<file path="src/rtl/gbn_pkg.sv">
`default_nettype none
package gbn_pkg;

   // Sizing
   localparam int MAX_WINDOW       = 32;
   localparam int SHUTDOWN_REPEATS = 10;
   localparam int SEQ_W            = 16;
   localparam int CHUNK_W          = 9;
   localparam int WIN_REG_W        = 6;
   localparam int TRIES_W          = 4;
   localparam int CSR_DATA_W       = 16;
   localparam int CSR_IDX_W        = 3;
   localparam int CNT_MAX          = (MAX_WINDOW > SHUTDOWN_REPEATS) ?
                                     MAX_WINDOW : SHUTDOWN_REPEATS;
   localparam int CNT_W            = $clog2(CNT_MAX + 1);
   // sequence counts that may reach 2^SEQ_W
   localparam int TOT_W            = SEQ_W + 1;
   // full byte offset of any packet that can go out
   localparam int OFF_W            = SEQ_W + CHUNK_W;
   localparam int DIV_CNT_W        = $clog2(TOT_W + 1);

   // Configuration register indexes
   typedef enum logic [CSR_IDX_W-1:0] {
      CSR_DATA_SIZE     = 3'd0,
      CSR_CHUNK_SIZE    = 3'd1,
      CSR_WINDOW_SIZE   = 3'd2,
      CSR_MAX_TRIES     = 3'd3,
      CSR_TIMEOUT_TICKS = 3'd4
   } csr_idx_type;

   // Input kinds
   typedef enum logic [1:0] {
      KIND_START = 2'd0,
      KIND_ACK   = 2'd1,
      KIND_TICK  = 2'd2
   } kind_type;

   localparam logic [3:0] ACK_TYPE_DATA = 4'd2;

   typedef enum logic {
      PKT_DATA     = 1'b0,
      PKT_SHUTDOWN = 1'b1
   } pkt_kind_type;

   typedef enum logic [1:0] {
      ST_RUNNING = 2'd0,
      ST_DONE    = 2'd1,
      ST_FAILED  = 2'd2
   } status_type;

   // Beat payloads
   typedef struct packed {
      logic [1:0]       kind;
      logic [3:0]       ack_type;
      logic [SEQ_W-1:0] ack_num;
   } req_type;

   typedef struct packed {
      logic               packet_kind;
      logic [SEQ_W-1:0]   seq_num;
      logic [SEQ_W-1:0]   byte_offset;
      logic [CHUNK_W-1:0] payload_len;
      logic [1:0]         status;
      logic               last;
   } rsp_type;

   // Divider control
   typedef struct packed {
      logic               start;
      logic [TOT_W-1:0]   num;
      logic [CHUNK_W-1:0] den;
   } div_req_type;

   typedef struct packed {
      logic             done;
      logic [TOT_W-1:0] quot;
   } div_rsp_type;

endpackage
`default_nettype wire

</file>
<file path="src/rtl/gbn_div.sv">
`default_nettype none
// Restoring divider, one quotient bit per cycle.
module gbn_div (
   input  wire logic                 clock,
   input  wire logic                 reset,
   input  wire gbn_pkg::div_req_type div_req,
   output gbn_pkg::div_rsp_type      div_rsp
);

   logic [gbn_pkg::TOT_W-1:0]     quot_ff, quot_in;
   logic [gbn_pkg::CHUNK_W-1:0]   rem_ff, rem_in;
   logic [gbn_pkg::CHUNK_W-1:0]   den_ff, den_in;
   logic [gbn_pkg::DIV_CNT_W-1:0] cnt_ff, cnt_in;
   logic                          done_ff, done_in;
   logic [gbn_pkg::CHUNK_W:0]     trial;
   logic                          fits;

   // trial subtract of the shifted remainder
   assign trial = {rem_ff, quot_ff[gbn_pkg::TOT_W-1]};
   assign fits  = trial >= {1'b0, den_ff};

   always_comb begin
      quot_in = quot_ff;
      rem_in  = rem_ff;
      den_in  = den_ff;
      cnt_in  = cnt_ff;
      done_in = 1'b0;
      if (div_req.start) begin
         quot_in = div_req.num;
         rem_in  = '0;
         den_in  = div_req.den;
         cnt_in  = gbn_pkg::DIV_CNT_W'(gbn_pkg::TOT_W);
      end else if (cnt_ff != '0) begin
         quot_in = {quot_ff[gbn_pkg::TOT_W-2:0], fits};
         rem_in  = fits ? gbn_pkg::CHUNK_W'(trial - {1'b0, den_ff})
                        : trial[gbn_pkg::CHUNK_W-1:0];
         cnt_in  = cnt_ff - gbn_pkg::DIV_CNT_W'(1);
         done_in = (cnt_ff == gbn_pkg::DIV_CNT_W'(1));
      end
   end

   always_ff @(posedge clock) begin
      if (reset) begin
         cnt_ff  <= '0;
         done_ff <= 1'b0;
      end else begin
         cnt_ff  <= cnt_in;
         done_ff <= done_in;
      end
      quot_ff <= quot_in;
      rem_ff  <= rem_in;
      den_ff  <= den_in;
   end

   assign div_rsp.done = done_ff;
   assign div_rsp.quot = quot_ff;

endmodule
`default_nettype wire

</file>
<file path="src/rtl/go_back_n_sender.sv">
// Go-Back-N sender engine. Each request beat is a start, an acknowledgement or
// a timer tick; each response beat is one packet descriptor (data or shutdown)
// or a failure notice, and the last beat caused by a request carries last=1.
// The block takes one request at a time; req_ready is high only while the
// sequencer is idle. A start computes the packet count in a restoring divider,
// then forms the window's first byte offset, then sends the packets of the
// window (up to 32), or ten shutdown packets for an empty message. An ack or
// tick that only updates state leaves the sequencer idle; one that sends a
// window first forms its offset, and one that completes the transfer sends the
// ten shutdown packets. Packets leave one per cycle through a
// single output register as long as rsp_ready stays high. Configuration writes
// are taken at any time but belong between transfers of requests.
`default_nettype none
module go_back_n_sender (
   input  wire logic                              clock,
   input  wire logic                              reset,
   input  wire logic                              req_valid,
   output logic                                   req_ready,
   input  wire gbn_pkg::req_type                  req_data,
   output logic                                   rsp_valid,
   input  wire logic                              rsp_ready,
   output gbn_pkg::rsp_type                       rsp_data,
   input  wire logic                              csr_wr_en,
   input  wire logic [gbn_pkg::CSR_IDX_W-1:0]     csr_index,
   input  wire logic [gbn_pkg::CSR_DATA_W-1:0]    csr_wdata
);

   typedef enum logic [3:0] {
      PH_IDLE = 4'b0001,
      PH_RUN  = 4'b0010,
      PH_DONE = 4'b0100,
      PH_FAIL = 4'b1000
   } phase_type;

   typedef enum logic [5:0] {
      SQ_IDLE = 6'b000001,
      SQ_DIV  = 6'b000010,
      SQ_MUL  = 6'b000100,
      SQ_WIN  = 6'b001000,
      SQ_SHUT = 6'b010000,
      SQ_FAIL = 6'b100000
   } seq_state_type;

   localparam int SEQ_W = gbn_pkg::SEQ_W;
   localparam int CH_W  = gbn_pkg::CHUNK_W;
   localparam int TOT_W = gbn_pkg::TOT_W;
   localparam int OFF_W = gbn_pkg::OFF_W;
   localparam int CNT_W = gbn_pkg::CNT_W;

   // Configuration registers
   logic [SEQ_W-1:0]                 data_size_ff;
   logic [CH_W-1:0]                  chunk_size_ff;
   logic [gbn_pkg::WIN_REG_W-1:0]    window_size_ff;
   logic [gbn_pkg::TRIES_W-1:0]      max_tries_ff;
   logic [SEQ_W-1:0]                 timeout_ff;

   always_ff @(posedge clock) begin
      if (reset) begin
         data_size_ff   <= SEQ_W'(20);
         chunk_size_ff  <= CH_W'(1);
         window_size_ff <= gbn_pkg::WIN_REG_W'(1);
         max_tries_ff   <= gbn_pkg::TRIES_W'(10);
         timeout_ff     <= SEQ_W'(3);
      end else if (csr_wr_en) begin
         case (csr_index)
            gbn_pkg::CSR_DATA_SIZE:     data_size_ff   <= csr_wdata;
            gbn_pkg::CSR_CHUNK_SIZE:    chunk_size_ff  <= csr_wdata[CH_W-1:0];
            gbn_pkg::CSR_WINDOW_SIZE:   window_size_ff <= csr_wdata[gbn_pkg::WIN_REG_W-1:0];
            gbn_pkg::CSR_MAX_TRIES:     max_tries_ff   <= csr_wdata[gbn_pkg::TRIES_W-1:0];
            gbn_pkg::CSR_TIMEOUT_TICKS: timeout_ff     <= csr_wdata;
            default: ;
         endcase
      end
   end

   // Effective register values
   logic [CH_W-1:0]               chunk_eff;
   logic [SEQ_W-1:0]              timeout_eff;
   logic [gbn_pkg::TRIES_W-1:0]   tries_eff;
   logic [CNT_W-1:0]              window_eff;

   assign chunk_eff   = (chunk_size_ff == '0) ? CH_W'(1) : chunk_size_ff;
   assign timeout_eff = (timeout_ff == '0) ? SEQ_W'(1) : timeout_ff;
   assign tries_eff   = (max_tries_ff == '0) ? gbn_pkg::TRIES_W'(1) : max_tries_ff;

   always_comb begin
      if (window_size_ff == '0)
         window_eff = CNT_W'(1);
      else if (32'(window_size_ff) > gbn_pkg::MAX_WINDOW)
         window_eff = CNT_W'(gbn_pkg::MAX_WINDOW);
      else
         window_eff = CNT_W'(window_size_ff);
   end

   // Transfer state; acked/sent counts hold the sequence number plus one
   phase_type             phase_ff, phase_in;
   seq_state_type         sq_ff, sq_in;
   logic [TOT_W-1:0]      base_ff, base_in;
   logic [TOT_W-1:0]      acked_ff, acked_in;
   logic [TOT_W-1:0]      sent_ff, sent_in;
   logic [TOT_W-1:0]      total_ff, total_in;
   logic [gbn_pkg::TRIES_W-1:0] retry_ff, retry_in;
   logic [SEQ_W-1:0]      timer_ff, timer_in;
   logic [TOT_W-1:0]      cur_seq_ff, cur_seq_in;
   logic [OFF_W-1:0]      cur_off_ff, cur_off_in;
   logic [CNT_W-1:0]      cnt_ff, cnt_in;
   logic                  rsp_valid_ff, rsp_valid_in;
   gbn_pkg::rsp_type      rsp_data_ff, rsp_data_in;

   gbn_pkg::div_req_type  div_req;
   gbn_pkg::div_rsp_type  div_rsp;

   gbn_div u_div (
      .clock   (clock),
      .reset   (reset),
      .div_req (div_req),
      .div_rsp (div_rsp)
   );

   // Datapath helpers
   logic                  req_fire;
   logic                  out_free;
   logic [TOT_W-1:0]      ack_p1;
   logic                  ack_useful;
   logic [gbn_pkg::TRIES_W-1:0] retry_p1;
   logic [OFF_W-1:0]      base_off;
   logic [TOT_W-1:0]      seq_p1;
   logic [CNT_W-1:0]      cnt_p1;
   logic                  win_last;
   logic                  off_inside;
   logic [SEQ_W-1:0]      bytes_left;
   logic [CH_W-1:0]       pkt_len;
   logic                  shut_last;

   assign req_ready = (sq_ff == SQ_IDLE);
   assign req_fire  = req_valid && req_ready;
   assign out_free  = !rsp_valid_ff || rsp_ready;

   assign ack_p1     = TOT_W'(req_data.ack_num) + TOT_W'(1);
   assign ack_useful = (req_data.ack_type == gbn_pkg::ACK_TYPE_DATA) &&
                       (TOT_W'(req_data.ack_num) >= acked_ff) &&
                       (TOT_W'(req_data.ack_num) < sent_ff);
   assign retry_p1   = retry_ff + gbn_pkg::TRIES_W'(1);

   // first offset of a window; base stays below the packet count here
   assign base_off   = OFF_W'(base_ff[SEQ_W-1:0]) * OFF_W'(chunk_eff);

   assign seq_p1     = cur_seq_ff + TOT_W'(1);
   assign cnt_p1     = cnt_ff + CNT_W'(1);
   assign win_last   = (cnt_p1 == window_eff) || (seq_p1 >= total_ff);
   assign off_inside = cur_off_ff < OFF_W'(data_size_ff);
   assign bytes_left = data_size_ff - cur_off_ff[SEQ_W-1:0];
   always_comb begin
      if (!off_inside)
         pkt_len = '0;
      else if (bytes_left > SEQ_W'(chunk_eff))
         pkt_len = chunk_eff;
      else
         pkt_len = bytes_left[CH_W-1:0];
   end
   assign shut_last  = (cnt_ff == CNT_W'(gbn_pkg::SHUTDOWN_REPEATS - 1));

   // Sequencer
   always_comb begin
      phase_in     = phase_ff;
      sq_in        = sq_ff;
      base_in      = base_ff;
      acked_in     = acked_ff;
      sent_in      = sent_ff;
      total_in     = total_ff;
      retry_in     = retry_ff;
      timer_in     = timer_ff;
      cur_seq_in   = cur_seq_ff;
      cur_off_in   = cur_off_ff;
      cnt_in       = cnt_ff;
      rsp_valid_in = rsp_valid_ff && !rsp_ready;
      rsp_data_in  = rsp_data_ff;
      div_req.start = 1'b0;
      div_req.num   = TOT_W'(data_size_ff) + TOT_W'(chunk_eff) - TOT_W'(1);
      div_req.den   = chunk_eff;

      case (sq_ff)
         SQ_IDLE: begin
            if (req_fire) begin
               case (req_data.kind)
                  gbn_pkg::KIND_START: begin
                     div_req.start = 1'b1;
                     base_in  = '0;
                     acked_in = '0;
                     sent_in  = '0;
                     retry_in = '0;
                     phase_in = PH_RUN;
                     sq_in    = SQ_DIV;
                  end
                  gbn_pkg::KIND_ACK: begin
                     if (phase_ff == PH_RUN && ack_useful) begin
                        acked_in = ack_p1;
                        base_in  = ack_p1;
                        retry_in = '0;
                        if (ack_p1 >= total_ff) begin
                           phase_in = PH_DONE;
                           timer_in = '0;
                           cnt_in   = '0;
                           sq_in    = SQ_SHUT;
                        end else if (ack_p1 == sent_ff) begin
                           timer_in = timeout_eff;
                           sq_in    = SQ_MUL;
                        end else begin
                           timer_in = timeout_eff;
                        end
                     end
                  end
                  gbn_pkg::KIND_TICK: begin
                     if (phase_ff == PH_RUN) begin
                        if (timer_ff > SEQ_W'(1)) begin
                           timer_in = timer_ff - SEQ_W'(1);
                        end else begin
                           retry_in = retry_p1;
                           if (retry_p1 >= tries_eff) begin
                              phase_in = PH_FAIL;
                              timer_in = '0;
                              sq_in    = SQ_FAIL;
                           end else begin
                              timer_in = timeout_eff;
                              sq_in    = SQ_MUL;
                           end
                        end
                     end
                  end
                  default: ;
               endcase
            end
         end

         SQ_DIV: begin
            if (div_rsp.done) begin
               total_in = div_rsp.quot;
               if (div_rsp.quot == '0) begin
                  phase_in = PH_DONE;
                  timer_in = '0;
                  cnt_in   = '0;
                  sq_in    = SQ_SHUT;
               end else begin
                  timer_in = timeout_eff;
                  sq_in    = SQ_MUL;
               end
            end
         end

         SQ_MUL: begin
            cur_seq_in = base_ff;
            cur_off_in = base_off;
            cnt_in     = '0;
            sq_in      = SQ_WIN;
         end

         // one data packet per beat
         SQ_WIN: begin
            if (out_free) begin
               rsp_valid_in            = 1'b1;
               rsp_data_in.packet_kind = gbn_pkg::PKT_DATA;
               rsp_data_in.seq_num     = cur_seq_ff[SEQ_W-1:0];
               rsp_data_in.byte_offset = cur_off_ff[SEQ_W-1:0];
               rsp_data_in.payload_len = pkt_len;
               rsp_data_in.status      = gbn_pkg::ST_RUNNING;
               rsp_data_in.last        = win_last;
               if (seq_p1 > sent_ff)
                  sent_in = seq_p1;
               cur_seq_in = seq_p1;
               cur_off_in = cur_off_ff + OFF_W'(chunk_eff);
               cnt_in     = cnt_p1;
               if (win_last)
                  sq_in = SQ_IDLE;
            end
         end

         SQ_SHUT: begin
            if (out_free) begin
               rsp_valid_in            = 1'b1;
               rsp_data_in.packet_kind = gbn_pkg::PKT_SHUTDOWN;
               rsp_data_in.seq_num     = '0;
               rsp_data_in.byte_offset = '0;
               rsp_data_in.payload_len = '0;
               rsp_data_in.status      = gbn_pkg::ST_DONE;
               rsp_data_in.last        = shut_last;
               cnt_in                  = cnt_p1;
               if (shut_last)
                  sq_in = SQ_IDLE;
            end
         end

         SQ_FAIL: begin
            if (out_free) begin
               rsp_valid_in            = 1'b1;
               rsp_data_in.packet_kind = gbn_pkg::PKT_DATA;
               rsp_data_in.seq_num     = '0;
               rsp_data_in.byte_offset = '0;
               rsp_data_in.payload_len = '0;
               rsp_data_in.status      = gbn_pkg::ST_FAILED;
               rsp_data_in.last        = 1'b1;
               sq_in                   = SQ_IDLE;
            end
         end

         default: sq_in = SQ_IDLE;
      endcase
   end

   always_ff @(posedge clock) begin
      if (reset) begin
         phase_ff     <= PH_IDLE;
         sq_ff        <= SQ_IDLE;
         base_ff      <= '0;
         acked_ff     <= '0;
         sent_ff      <= '0;
         total_ff     <= '0;
         retry_ff     <= '0;
         timer_ff     <= '0;
         cnt_ff       <= '0;
         rsp_valid_ff <= 1'b0;
      end else begin
         phase_ff     <= phase_in;
         sq_ff        <= sq_in;
         base_ff      <= base_in;
         acked_ff     <= acked_in;
         sent_ff      <= sent_in;
         total_ff     <= total_in;
         retry_ff     <= retry_in;
         timer_ff     <= timer_in;
         cnt_ff       <= cnt_in;
         rsp_valid_ff <= rsp_valid_in;
      end
      cur_seq_ff  <= cur_seq_in;
      cur_off_ff  <= cur_off_in;
      rsp_data_ff <= rsp_data_in;
   end

   assign rsp_valid = rsp_valid_ff;
   assign rsp_data  = rsp_data_ff;

endmodule
`default_nettype wire

</file>
<file path="config.mk">
export PLATFORM = sky130hd
export DESIGN_NAME = go_back_n_sender
export DESIGN_NICKNAME = d
export VERILOG_FILES = /design/src/rtl/gbn_pkg.sv /design/src/rtl/gbn_div.sv /design/src/rtl/go_back_n_sender.sv
export SDC_FILE = /design/constraint.sdc
export NUM_CORES = 1
export LEC_CHECK = 0
export ABC_AREA = 1
export BUFFER_PORTS_ARGS = -buffer_cell sky130_fd_sc_hd__buf_4
export CAP_MARGIN = 0
export CELL_PAD_IN_SITES_DETAIL_PLACEMENT = 1
export CELL_PAD_IN_SITES_GLOBAL_PLACEMENT = 1
export CORE_AREA = 4 4 232 234
export DETAILED_ROUTE_END_ITERATION = 16
export DIE_AREA = 0 0 236 238
export PLACE_DENSITY = 0.89
export SETUP_SLACK_MARGIN = 0.1
export SYNTH_ARGS = -nofsm -noshare
export SYNTH_HDL_FRONTEND = slang
export SYNTH_SLANG_ARGS = --single-unit
</file>
<file path="constraint.sdc">
create_clock -name clock -period 6.3 [get_ports clock]
set_clock_uncertainty 0.2 [all_clocks]
set_input_delay 0.63 -clock clock [delete_from_list [all_inputs] [get_ports clock]]
set_output_delay 0.63 -clock clock [all_outputs]
set_load 0.05 [all_outputs]
</file>
# After elaboration in Yosys (flattened, before gate mapping)
# Index checks and enable logic that the tools add are counted.
[op_classes]
n_addsub = 11
mul = 1
order_cmp = 11
eq_ne = 43
muxes = 80
bitwise = 1
n_reduce_logical = 44
[ops]
columns = ["op", "n"]
rows = [
  ["$mux 16", 9],
  ["$mux 17", 8],
  ["$mux 45", 3],
  ["$pmux 45 s3", 1],
  ["$mux 6", 22],
  ["$pmux 17 s2", 3],
  ["$pmux 16 s2", 2],
  ["$pmux 25 s2", 1],
  ["$mux 4", 12],
  ["$mux 9", 4],
  ["$pmux 6 s6", 1],
  ["$ge 17x17->1", 2],
  ["$add 25x9->25", 1],
  ["$lt 25x16->1", 1],
  ["$mul 16x9->25", 1],
  ["$mux 25", 1],
  ["$pmux 4 s3", 2],
  ["$pmux 6 s4", 1],
  ["$ne 2x2->1 const B", 10],
  ["$pmux 6 s3", 1],
  ["$add 16x1->17 const B", 1],
  ["$add 16x9->17", 1],
  ["$add 17x1->17 const B", 1],
  ["$eq 17x17->1", 1],
  ["61 further kinds", 101],
]
[word_totals]
register_bits = 267
inputBits = 46
out_inout_bits = 47
wordCells = 219

# Depth between registers and ports, before layout
# Gate-level depths: netlist of the first run.
[logic_depth]
depth_word = 9
ltp_mapped = 26
mapped_depth_nobuf = 25

# By module
# From an unflattened synthesis of the first run, not the netlist that was laid out.
[hier_totals]
cells_unflattened = 3226
area_unflattened_um2 = 23246.0
[by_module_without_submodules]
columns = ["module", "instances", "cells_per_inst", "area_per_inst_um2", "seq_area_each_um2"]
rows = [
  ["go_back_n_sender", 1, 2944, 20960.1, 5365.1],
  ["gbn_div", 1, 282, 2285.9, 1081.0],
]

# Least setup slack after synthesis of the first run
# OpenSTA, ideal clock, no wires.
[synth_path]
kind = "register to register"
from = "register chunk_size_ff[6]"
to = "register cur_off_ff[22], data pin"
setup_ns = 0.253
arrival_time_ns = 5.060
required_time_ns = 5.847
setup_slack_ns = 0.787
stages_incl_launch_ff = 26
n_path_buf = 2
period_less_slack_ns = 5.513
cell_sequence = "dfxtp_1 clkbuf_1 nor3_1 a41oi_1 inv_1 clkbuf_1 nand2_1 fa_1 inv_1 fa_1 fa_1 inv_1 fa_1 inv_1 ha_1 nand2_1 o21ai_0 a21oi_1 o21ai_0 a21oi_1 o21ai_0 nand2_1 nand2_1 nand2_1 nand3_1 nand2_1"
[synth_via]
elab_chain_len = 5
word_cells_on_any_way = 6
cone_classes = "add/sub (1); mul (1); mux (3); reduce/logical (1)"
[synth_lines]
columns = ["item", "line_no", "rtl"]
rows = [
  ["start, declared", "go_back_n_sender.sv:52", "logic [CH_W-1:0] chunk_size_ff;"],
  ["start signal, assigned", "go_back_n_sender.sv:67", "gbn_pkg::CSR_CHUNK_SIZE: chunk_size_ff <= csr_wdata[CH_W-1:0];"],
  ["$logic_not 9->1 (*)", "go_back_n_sender.sv:82", "assign chunk_eff = (chunk_size_ff == '0) ? CH_W'(1) : chunk_size_ff;"],
  ["$mux 9 (*)", "go_back_n_sender.sv:82", ""],
  ["named net chunk_eff[0]", "go_back_n_sender.sv:77", "logic [CH_W-1:0] chunk_eff;"],
  ["branches (longest 2 deep; another with $mul 16x9->25)", "n/a", ""],
  ["$pmux 25 s2 (*)", "go_back_n_sender.sv:182", "case (sq_ff)"],
  ["named net cur_off_in[22]", "go_back_n_sender.sv:105", "logic [OFF_W-1:0] cur_off_ff, cur_off_in;"],
  ["end signal, assigned", "go_back_n_sender.sv:334", "cur_off_ff <= cur_off_in;"],
  ["end, declared", "go_back_n_sender.sv:105", ""],
]
# Mark *: on every way through the listed nets, which the timed path passes. The select of a mux whose other input is x is not followed.
# A chain may end at the register's enable or synchronous reset.

# Worst setup path after layout of the first run
[layout_path]
from = "register chunk_size_ff[6]"
to = "register cur_off_ff[22], data pin"
[layout_via]
elab_chain_len = 5
word_cells_on_any_way = 6
cone_classes = "add/sub (1); mul (1); mux (3); reduce/logical (1)"
[layout_lines]
columns = ["item", "line_no"]
rows = [
  ["$logic_not 9->1", "go_back_n_sender.sv:82"],
  ["$mux 9 (*)", "go_back_n_sender.sv:82"],
  ["branches (longest 2 deep; another with $mul 16x9->25)", "n/a"],
  ["$pmux 25 s2 (*)", "go_back_n_sender.sv:182"],
  ["named net cur_off_in[22]", "go_back_n_sender.sv:105"],
]
# Marked as above.

==> results of run 1 <==
final timing paths:
kind / startpoint / end / slack (ns)
max: chunk_size_ff[6] / cur_off_ff[22] / 0.43
min reg2reg: phase_ff[0] / phase_ff[0] / 0.25
min: csr_wdata[12] / timeout_ff[12] / 0.23
max reg2reg: chunk_size_ff[6] / cur_off_ff[22] / 0.43
worst min-delay path: stages:
cell	delay [ns]
buf_4	0.14
o21ai_0	0.10
nor2_1	0.08
per-layer routing:
layer  up-vias  GRT usage, %  wire length, µm
li1      10413             -                -
met1     11112          36.7            34500
met2       826          51.0            40300
met3       251          5.31             5970
met4         0          14.7             4750
met5         -             0                0
cell families (layout without fill, tap and decap cells):
| kind of cell | count (synthesis) | after routing | synth area share (%) |
|---|---|---|---|
| AND/OR/NAND/NOR | 1336 | 1336 | 24.5 |
| buffers and inverters | 679 | 756 | 11.2 |
| AO/OA/AOI/OAI | 537 | 537 | 12.7 |
| adder cells (fa/ha/maj) | 331 | 331 | 21.3 |
| flip-flops | 266 | 266 | 27.9 |
| XOR/XNOR | 61 | 61 | 2.32 |
| multiplexers | 1 | 1 | 0.0434 |
| other | 0 | 1 | 0 |
registers in the layout (all words and copies together) (netlist names), 9 cells and up:
| signal | count |
|---|---|
| u_div.den_ff | 9 |
| rsp_data | 44 |
| u_div.rem_ff | 9 |
| timeout_ff | 16 |
| cur_off_ff | 25 |
| u_div.quot_ff | 17 |
| timer_ff | 16 |
| chunk_size_ff | 9 |
| sent_ff | 17 |
| total_ff | 17 |
| acked_ff | 17 |
| cur_seq_ff | 17 |
| data_size_ff | 16 |
placed cells by master (no fill, tap or decap), drive strengths merged, types with 6 or more instances in the layout:
cell    instances
nand3b         10
clkinv         16
dfxtp         154
edfxtp        112
nor4           13
nand4          39
o211ai         15
nand2         717
xnor2          19
or2            12
o22ai           6
clkbuf         43
nor3           35
fa            103
nor2          336
o21ai         215
nand3         165
buf           116
ha            228
a21oi         229
xor2           42
a31oi          11
inv           574
a211oi         23
o21bai         13
cell type report:
| class | instances | area, µm² |
|---|---|---|
| fillers | 6719 | 26400 |
| multi-input cells | 2266 | 14100 |
| flip-flops and latches | 266 | 6450 |
| inverters | 576 | 2160 |
| clock buffers | 43 | 957 |
| repair buffers | 116 | 871 |
| well taps | 688 | 861 |
| clock inverters | 21 | 260 |
| diodes | 1 | 2.50 |
stage by stage:
stage / total power, W / cell area (µm²) / hold slack, ns / instances / setup slack (ns)
CTS: 0.00832 / 25600 / 0.212 / 3976 / 0.226
detailed placement: 0.00608 / 24400 / 0.237 / 3912 / 0.353
global route: 0.00888 / 25600 / 0.222 / 3977 / 0.140
global placement: 0.00592 / 24400 / 0.238 / 3912 / 0.661
finish: 0.00836 / 25600 / 0.233 / 3977 / 0.429
floorplan: 0.00504 / 23100 / 0.220 / 3211 / 0.787
what timing repair did:
action / in CTS / in global routing
hold buffers: 0 / 0
resized for setup: 0 / 2
setup endpoints to repair: 0 / 2
power groups by stage:
stage                     combinational, W  clock [W]  sequential [W]
after floorplan                    0.00247          0         0.00257
after global placement             0.00341          0         0.00251
after detailed placement           0.00355          0         0.00253
after CTS                          0.00366    0.00216         0.00250
after global routing               0.00411    0.00223         0.00255
final                              0.00371    0.00214         0.00251
==> flow_summary.yaml, run 1 <==
outcome:
  status: "complete, no violations"
power:
  p_sw_w: 0.00369
  p_int_w: 0.00467
  power_frac_seq_pct: 30.1
  pwr-share-clk_pct: 25.6
  power_density_nw_per_um2: 326
  netSwitchingFraction_pct: 44.2
  vdd_drop_max_mv: 0.184
  p_comb_share_pct: 44.4
  leakage_nw: 12.8
cts:
  cts_tree: "yes"
  cts_made_buffers: 35
  cts_buffer_depth: 3
  clk_latency_ns: 0.58
  cts.clk_slew.worst_paths_ns: 0.06
  root_buffer: "clkbuf_16"
  cts_setup_buffers: 0
  cts.sinks: 266
  htreeDepth: 2
timing:
  setup_tns_ns: 0
  finalCriticalPeriod_ns: 5.87
  tightest_slew_ns: 1.11
  maxSlewViolCount: 0
  fmax_mhz: 170
  period_share_pct: 93.2
  finalHoldViolCount: 0
  setup-violations-final: 0
  max-slew-margin-rel_pct: 25.7
  rsz0062_at_grt: "false"
grt:
  grt_max_degree: 69
  antenna_found_initial: 1
  grt_pass1_vias: 23811
  grt.overflow.total: 0
  grt_first_pass_wirelength_um: 134000
  grtUsageTotal_pct: 29.9
place:
  routabilityCongestion: 0.918
  io_buffers: 92
  dp_hpwl_um: 64200
job:
  maxCapViolations: 0
synth:
  synth_fp_nets: 3588
  yosys.cell_count.top_type: "nand2_1"
  ys_types: 52
  synth_edf_count: 112
  synth-async-reset-ratio_pct: 0
  synth-seq-cells: 266
  dominantRegCellSynth: "dfxtp_1"
  synth_common_cells: "nand2_1, inv_1, nor2_1"
  synth_area_leaders: "edfxtp_1, dfxtp_1, ha_1, nand2_1, inv_1"
  synth_top_area_share_pct: 14.6
  postSynthAreaPerCell_um2: 7.19
  synth_top_area_cell: "edfxtp_1"
  yosysSeqAreaShare_pct: 27.9
  synth_area_um2: 23100
  ys_warn_count: 0
  syn_inst: 3211
drt:
  num_vias: 22602
  drc: 0
  drtPass1Iterations: 6
  detail_route.wl_per_cell_um: 21.5
  via_per_inst: 5.68
  first_iter_violations: 1773
  wl_um: 85500
  ant_nets: 0
die:
  dieArea_um2: 56200
  fp.dieW_um: 236
  die_h_um: 238
  core_um2: 52000
  io_pins: 93
  num_rows: 84
  start_util_pct: 44.4
worst_setup_path:
  cpMostUsedCell: "nand2_1"
  worstPathRequired_ns: 6.41
  crit_cells: 27
  path_max_fanout: 10
  critPathSlowestCell: "fa_1"
  critPathMaxStageDelay_ns: 0.52
  crit_family: "adder cells"
  reg2regPathDepth: 27
  end_kind: "flip-flop"
  path_class: "reg -> reg"
  startpoint_type: "flip-flop"
  path_buf_inv: 7
  arrival_ns: 5.98
final_layout:
  final_nets: 3638
  final_util_pct: 49.2
  syn2layout_area_growth_pct: 11.0
  drive_gt1_share_pct: 7.00
min_path:
  holdPathStages: 3
  hp-class: "in -> reg"
(Power assumes the default switching activity.)
==> inputs of run 2 (changes only) <==
--- a/config.mk
+++ b/config.mk
@@ -10,9 +10,9 @@
 export CAP_MARGIN = 0
 export CELL_PAD_IN_SITES_DETAIL_PLACEMENT = 1
 export CELL_PAD_IN_SITES_GLOBAL_PLACEMENT = 1
-export CORE_AREA = 4 4 232 234
+export CORE_AREA = 4 4 267 204
 export DETAILED_ROUTE_END_ITERATION = 16
-export DIE_AREA = 0 0 236 238
+export DIE_AREA = 0 0 271 208
 export PLACE_DENSITY = 0.89
 export SETUP_SLACK_MARGIN = 0.1
 export SYNTH_ARGS = -nofsm -noshare
==> run 2 against run 1 <==
  * Total power shrank 3.1%
  * Critical endpoint unchanged
  * Critical path type unchanged
  * Worst hold slack got worse by 0.13 ns
  * Flip-flop and latch count is the same
  * Largest cell class unchanged
  * Clock-buffer cell count fell by 5
==> flow_summary.yaml, run 2 (synthesis results as in run 1) <==
worst_setup_path:
  worstPathRequired_ns: 6.46
  reg2regPathDepth: 26
  path_max_fanout: 11
  arrival_ns: 5.87
  path_class: "reg -> reg"
  end_kind: "flip-flop"
  startpoint_type: "flip-flop"
final_layout:
  final_cell_mix: "nand2_1, inv_1, nor2_1"
  largest_reg_flops: 44
  final_cells: 3993
  final_util_pct: 48.8
  syn2layout_area_growth_pct: 10.4
  fin_area_um2: 25500
  antenna_cells: 0
  final_common_cell: "nand2_1"
  final_nets: 3633
  drive_gt1_share_pct: 6.71
power:
  p_comb_share_pct: 45.2
  pwr-share-clk_pct: 23.9
  power_density_nw_per_um2: 318
  p_sw_w: 0.00361
  leakage_nw: 12.7
  power_frac_seq_pct: 30.9
  p_int_w: 0.00449
  vdd_drop_max_mv: 0.294
  netSwitchingFraction_pct: 44.6
die:
  core_um2: 52200
  die_h_um: 208
  fp.dieW_um: 271
  dieArea_um2: 56400
  start_util_pct: 44.2
  num_rows: 73
  io_pins: 93
place:
  dp.cells: 3935
  routabilityCongestion: 0.937
  place_area_um2: 24400
  io_buffers: 92
  dp_hpwl_um: 60000
drt:
  first_iter_violations: 1687
  drc: 0
  num_vias: 22023
  wl_um: 79000
  drtPass1Iterations: 5
  ant_nets: 0
  detail_route.wl_per_cell_um: 19.8
  via_per_inst: 5.52
timing:
  finalHoldViolCount: 0
  finalCriticalPeriod_ns: 5.71
  setup-violations-final: 0
  fmax_mhz: 175
  maxSlewViolCount: 0
  max-slew-margin-rel_pct: 16.8
  period_share_pct: 90.6
  setup_tns_ns: 0
  tightest_slew_ns: 1.25
  rsz0062_at_grt: "false"
cts:
  htreeDepth: 1
  cts_setup_buffers: 0
  root_buffer: "clkbuf_16"
  cts.sinks: 266
  cts.clk_slew.worst_paths_ns: 0.07
  cts_tree: "yes"
  clk_latency_ns: 0.63
  cts_made_buffers: 31
  cts_hold_buf: 0
  cts_buffer_depth: 3
grt:
  grt.overflow.total: 0
  grtUsageTotal_pct: 27.6
  antenna_found_initial: 5
  grt_first_pass_wirelength_um: 126000
  grt_pass1_vias: 22866
  grt_max_degree: 70
job:
  maxCapViolations: 0
min_path:
  hp-class: "in -> reg"
  holdPathStages: 3
outcome:
  status: "complete, no violations"
==> run 2: changes by cell type in the layout (fill, tap and decap cells not counted), moves of 2 or more <==
cell | before | now
clkbuf_8 | 3 | 1
clkbuf_1 | 4 | 6
clkbuf_16 | 36 | 31
clkinv_2 | 9 | 6
==> run 2: layout make-up <==
| class | instances | area, µm² |
|---|---|---|
| Clock buffer | 38 | 812 |
| Clock inverter | 20 | 236 |
| Fill cell | 6663 | 26700 |
| Inverter | 576 | 2160 |
| Multi-Input combinational cell | 2266 | 14100 |
| Sequential cell | 266 | 6450 |
| Tap cell | 712 | 891 |
| Timing Repair Buffer | 115 | 863 |
==> run 2: path summary, 6_finish.rpt <==
check | from | slack [ns] | end
max | chunk_size_ff[6] | 0.59 | cur_off_ff[22]
min | csr_wdata[11] | 0.10 | timeout_ff[11]
max reg2reg | chunk_size_ff[6] | 0.59 | cur_off_ff[22]
min reg2reg | phase_ff[0] | 0.26 | phase_ff[0]
==> run 2: power groups by stage <==
stage               Sequential, W  Clock [W]  Combinational, W
finish                    0.00250    0.00193           0.00366
global route              0.00254    0.00202           0.00409
CTS                       0.00249    0.00195           0.00362
detailed placement        0.00252          0           0.00356
global placement          0.00250          0           0.00342
floorplan                 0.00257          0           0.00247
==> run 2: metal layers <==
metal	up-vias	wire length, µm	global-route usage, %
met1	10742	35000	37.9
met2	730	35500	44.9
met5	-	67	0
met4	8	2790	8.58
li1	10385	-	-
met3	158	5640	4.64
==> run 2: metrics by stage <==
stage	hold WS, ns	total power, W	worst slack [ns]
after floorplan	0.220	0.00504	0.787
after global placement	0.234	0.00592	0.660
after detailed placement	0.250	0.00608	0.430
after CTS	0.0848	0.00807	0.362
after global routing	0.123	0.00866	0.152
final	0.100	0.00810	0.594
==> run 2: worst max-delay path, stage by stage, from the launching register on <==
cell      delay (ns)
dfxtp_1         0.33
nor3_1          0.25
a41oi_1         0.20
inv_2           0.26
buf_4           0.23
nand2_1         0.08
fa_1            0.49
inv_1           0.05
ha_1            0.32
ha_1            0.30
inv_1           0.06
fa_1            0.47
inv_1           0.07
ha_1            0.17
inv_1           0.06
fa_1            0.39
nand3b_1        0.17
nand3_1         0.16
a21oi_1         0.15
o21ai_1         0.26
a21oi_1         0.14
o21ai_0         0.28
nand2_1         0.11
nand2_1         0.07
nand2_1         0.04
nand3_1         0.07
nand2_1         0.05
==> run 2: timing repair <==
item	4_1_cts	5_1_grt
setup endpoints to repair	0	2
gates resized for setup	0	2
endpoints found under the hold margin	0	0
==> inputs of run 3 (changes only) <==
--- a/config.mk
+++ b/config.mk
@@ -10,11 +10,12 @@
 export CAP_MARGIN = 0
 export CELL_PAD_IN_SITES_DETAIL_PLACEMENT = 1
 export CELL_PAD_IN_SITES_GLOBAL_PLACEMENT = 1
-export CORE_AREA = 4 4 267 204
+export CORE_AREA = 4 4 268 204
 export DETAILED_ROUTE_END_ITERATION = 16
-export DIE_AREA = 0 0 271 208
+export DIE_AREA = 0 0 272 208
 export PLACE_DENSITY = 0.89
 export SETUP_SLACK_MARGIN = 0.1
 export SYNTH_ARGS = -nofsm -noshare
 export SYNTH_HDL_FRONTEND = slang
+export SYNTH_HIERARCHICAL = 1
 export SYNTH_SLANG_ARGS = --single-unit
==> run 3 against run 2 <==
  * Clock-buffer cell count is 8 higher
  * Area after synthesis is 0.73% higher
  * Largest power group unchanged
  * Critical path depth is 1 lower
  * Critical endpoint unchanged
  * Clock power is 7% lower
  * First-iteration DRC count is 5.2% higher
  * Combinational power is 3% lower
  * Setup slack worse by 0.013 ns
  * Sequential power hardly changed
  * Cell count is 0.20% higher
==> flow_summary.yaml, run 3 <==
outcome:
  status: "complete, no violations"
place:
  dp_slack_ns: 0.689
  dp_hpwl_um: 61000
  routabilityCongestion: 0.920
  io_buffers: 92
timing:
  fin_ws_ns: 0.581
  rsz0062_at_grt: "false"
  fmax_mhz: 175
  max-slew-margin-rel_pct: 23.4
  holdWs_ns: 0.101
  setup-violations-final: 0
  period_share_pct: 90.8
  finalCriticalPeriod_ns: 5.72
  maxSlewViolCount: 0
  setup_tns_ns: 0
  finalHoldViolCount: 0
  tightest_slew_ns: 1.15
final_layout:
  final_cell_mix: "nand2_1, inv_1, nor2_1"
  final_util_pct: 48.7
  drive_gt1_share_pct: 7.69
  n_fill_cell: 6705
  final_common_cell: "nand2_1"
  multi_input_area_um2: 14100
  syn2layout_area_growth_pct: 9.74
  largest_reg_flops: 44
  seqCellArea_um2: 6450
  final_nets: 3639
die:
  core_um2: 52300
  dieArea_um2: 56600
  io_pins: 93
  die_h_um: 208
  num_rows: 73
  fp.dieW_um: 272
  start_util_pct: 44.4
synth:
  syn_inst: 3226
  ys_types: 63
  synth_area_um2: 23200
  synth_edf_count: 112
  synth_area_leaders: "edfxtp_1, dfxtp_1, nand2_1, ha_1, inv_1"
  synth-async-reset-ratio_pct: 0
  synth_top_area_cell: "edfxtp_1"
  postSynthAreaPerCell_um2: 7.21
  dominantRegCellSynth: "dfxtp_1"
  synth-seq-cells: 266
  synth_common_cells: "nand2_1, inv_1, nor2_1"
  synth_top_area_share_pct: 14.5
  ys_warn_count: 6
  synth_fp_nets: 3602
  yosysSeqAreaShare_pct: 27.7
  yosys.cell_count.top_type: "nand2_1"
power:
  pwr-share-clk_pct: 22.9
  power_frac_seq_pct: 31.8
  power_density_nw_per_um2: 308
  p_sw_w: 0.00352
  p_comb_share_pct: 45.3
  p_int_w: 0.00434
  vdd_drop_max_mv: 0.213
  leakage_nw: 12.8
  netSwitchingFraction_pct: 44.8
min_path:
  hp-class: "in -> reg"
cts:
  cts.clk_slew.worst_paths_ns: 0.06
  clk_latency_ns: 0.61
  cts_tree: "yes"
  cts.sinks: 266
  root_buffer: "clkbuf_16"
  cts_setup_buffers: 0
  htreeDepth: 1
  cts_made_buffers: 31
  cts_hold_buf: 0
  cts_resized: 0
  cts_buffer_depth: 3
grt:
  grt_first_pass_wirelength_um: 124000
  grtUsageTotal_pct: 27.2
  grt.overflow.total: 0
  antenna_found_initial: 0
  grt_max_degree: 68
  grt_pass1_vias: 22608
worst_setup_path:
  crit_family: "adder cells"
  arrival_ns: 5.89
  path_max_fanout: 10
  end_kind: "flip-flop"
  path_class: "reg -> reg"
  worstPathRequired_ns: 6.47
  critPathMaxStageDelay_ns: 0.54
  startpoint_type: "flip-flop"
  critPathSlowestCell: "fa_1"
  path_buf_inv: 5
  cpMostUsedCell: "nand2_1"
drt:
  drc: 0
  ant_nets: 0
  detail_route.wl_per_cell_um: 19.5
  num_vias: 21830
  via_per_inst: 5.46
  wl_um: 78100
  first_iter_violations: 1775
  drtPass1Iterations: 5
job:
  maxCapViolations: 0
run 3: path summary, 6_finish.rpt:
kind / start / slack [ns] / to / depth (start not counted)
worst min register to register: phase_ff[0] / 0.26 / phase_ff[0] / 2
worst max-delay path: chunk_size_ff[1] / 0.58 / cur_off_ff[22] / 25
worst min-delay path: csr_wdata[10] / 0.10 / timeout_ff[10] / 3
worst max register to register: chunk_size_ff[1] / 0.58 / cur_off_ff[22] / 25
run 3: power by group through the flow:
stage / Combinational [W] / Sequential (W) / Clock, W
6_report: 0.00356 / 0.00249 / 0.00180
5_1_grt: 0.00398 / 0.00253 / 0.00190
4_1_cts: 0.00352 / 0.00249 / 0.00182
3_5_place_dp: 0.00345 / 0.00252 / 0
3_3_place_gp: 0.00332 / 0.00251 / 0
2_1_floorplan: 0.00242 / 0.00255 / 0
run 3: metal layers:
layer,share of wire [%],up-vias,track usage [%],wire (µm)
li1,-,10313,-,-
met1,45,10598,37.7,35000
met2,43,758,42.6,33900
met3,7.7,161,5.07,6030
met4,4.0,0,9.64,3160
met5,0,-,0,0
run 3: stage by stage:
| stage | cell area (µm²) | total power, W | std cells |
|---|---|---|---|
| final | 25500 | 0.00785 | 4001 |
| after global routing | 25500 | 0.00841 | 4000 |
| after CTS | 25500 | 0.00783 | 4000 |
| after detailed placement | 24500 | 0.00597 | 3942 |
| after global placement | 24500 | 0.00582 | 3942 |
| after floorplan | 23200 | 0.00498 | 3226 |
run 3: cell type report:
type | instances | area share (%)
clock inverter | 12 | 0.392
tap | 712 | 3.49
multi-input combinational | 2265 | 55.5
sequential | 266 | 25.3
clock buffer | 46 | 3.47
inverter | 590 | 8.69
timing repair buffer | 109 | 3.21
antenna | 1 | 0.00981
run 3: logic make-up after synthesis:
group,Yosys count,share of synthesized area [%]
AO/OA/AOI/OAI,475,11.4
flip-flops,266,27.7
buffers and inverters,695,11.5
AND/OR/NAND/NOR,1385,25.4
adder cells (fa/ha/maj),330,21.1
XOR/XNOR,75,2.88
run 3: worst reg2reg max path, delay by kind of cell, from the launching register on:
kind	cells	cell delay (ns)
adders and majority gates	5	2.41
buffers and inverters	5	0.70
DFF	1	0.31
and+or+nand+nor	10	0.86
AOI/OAI and AO/OA	5	0.98
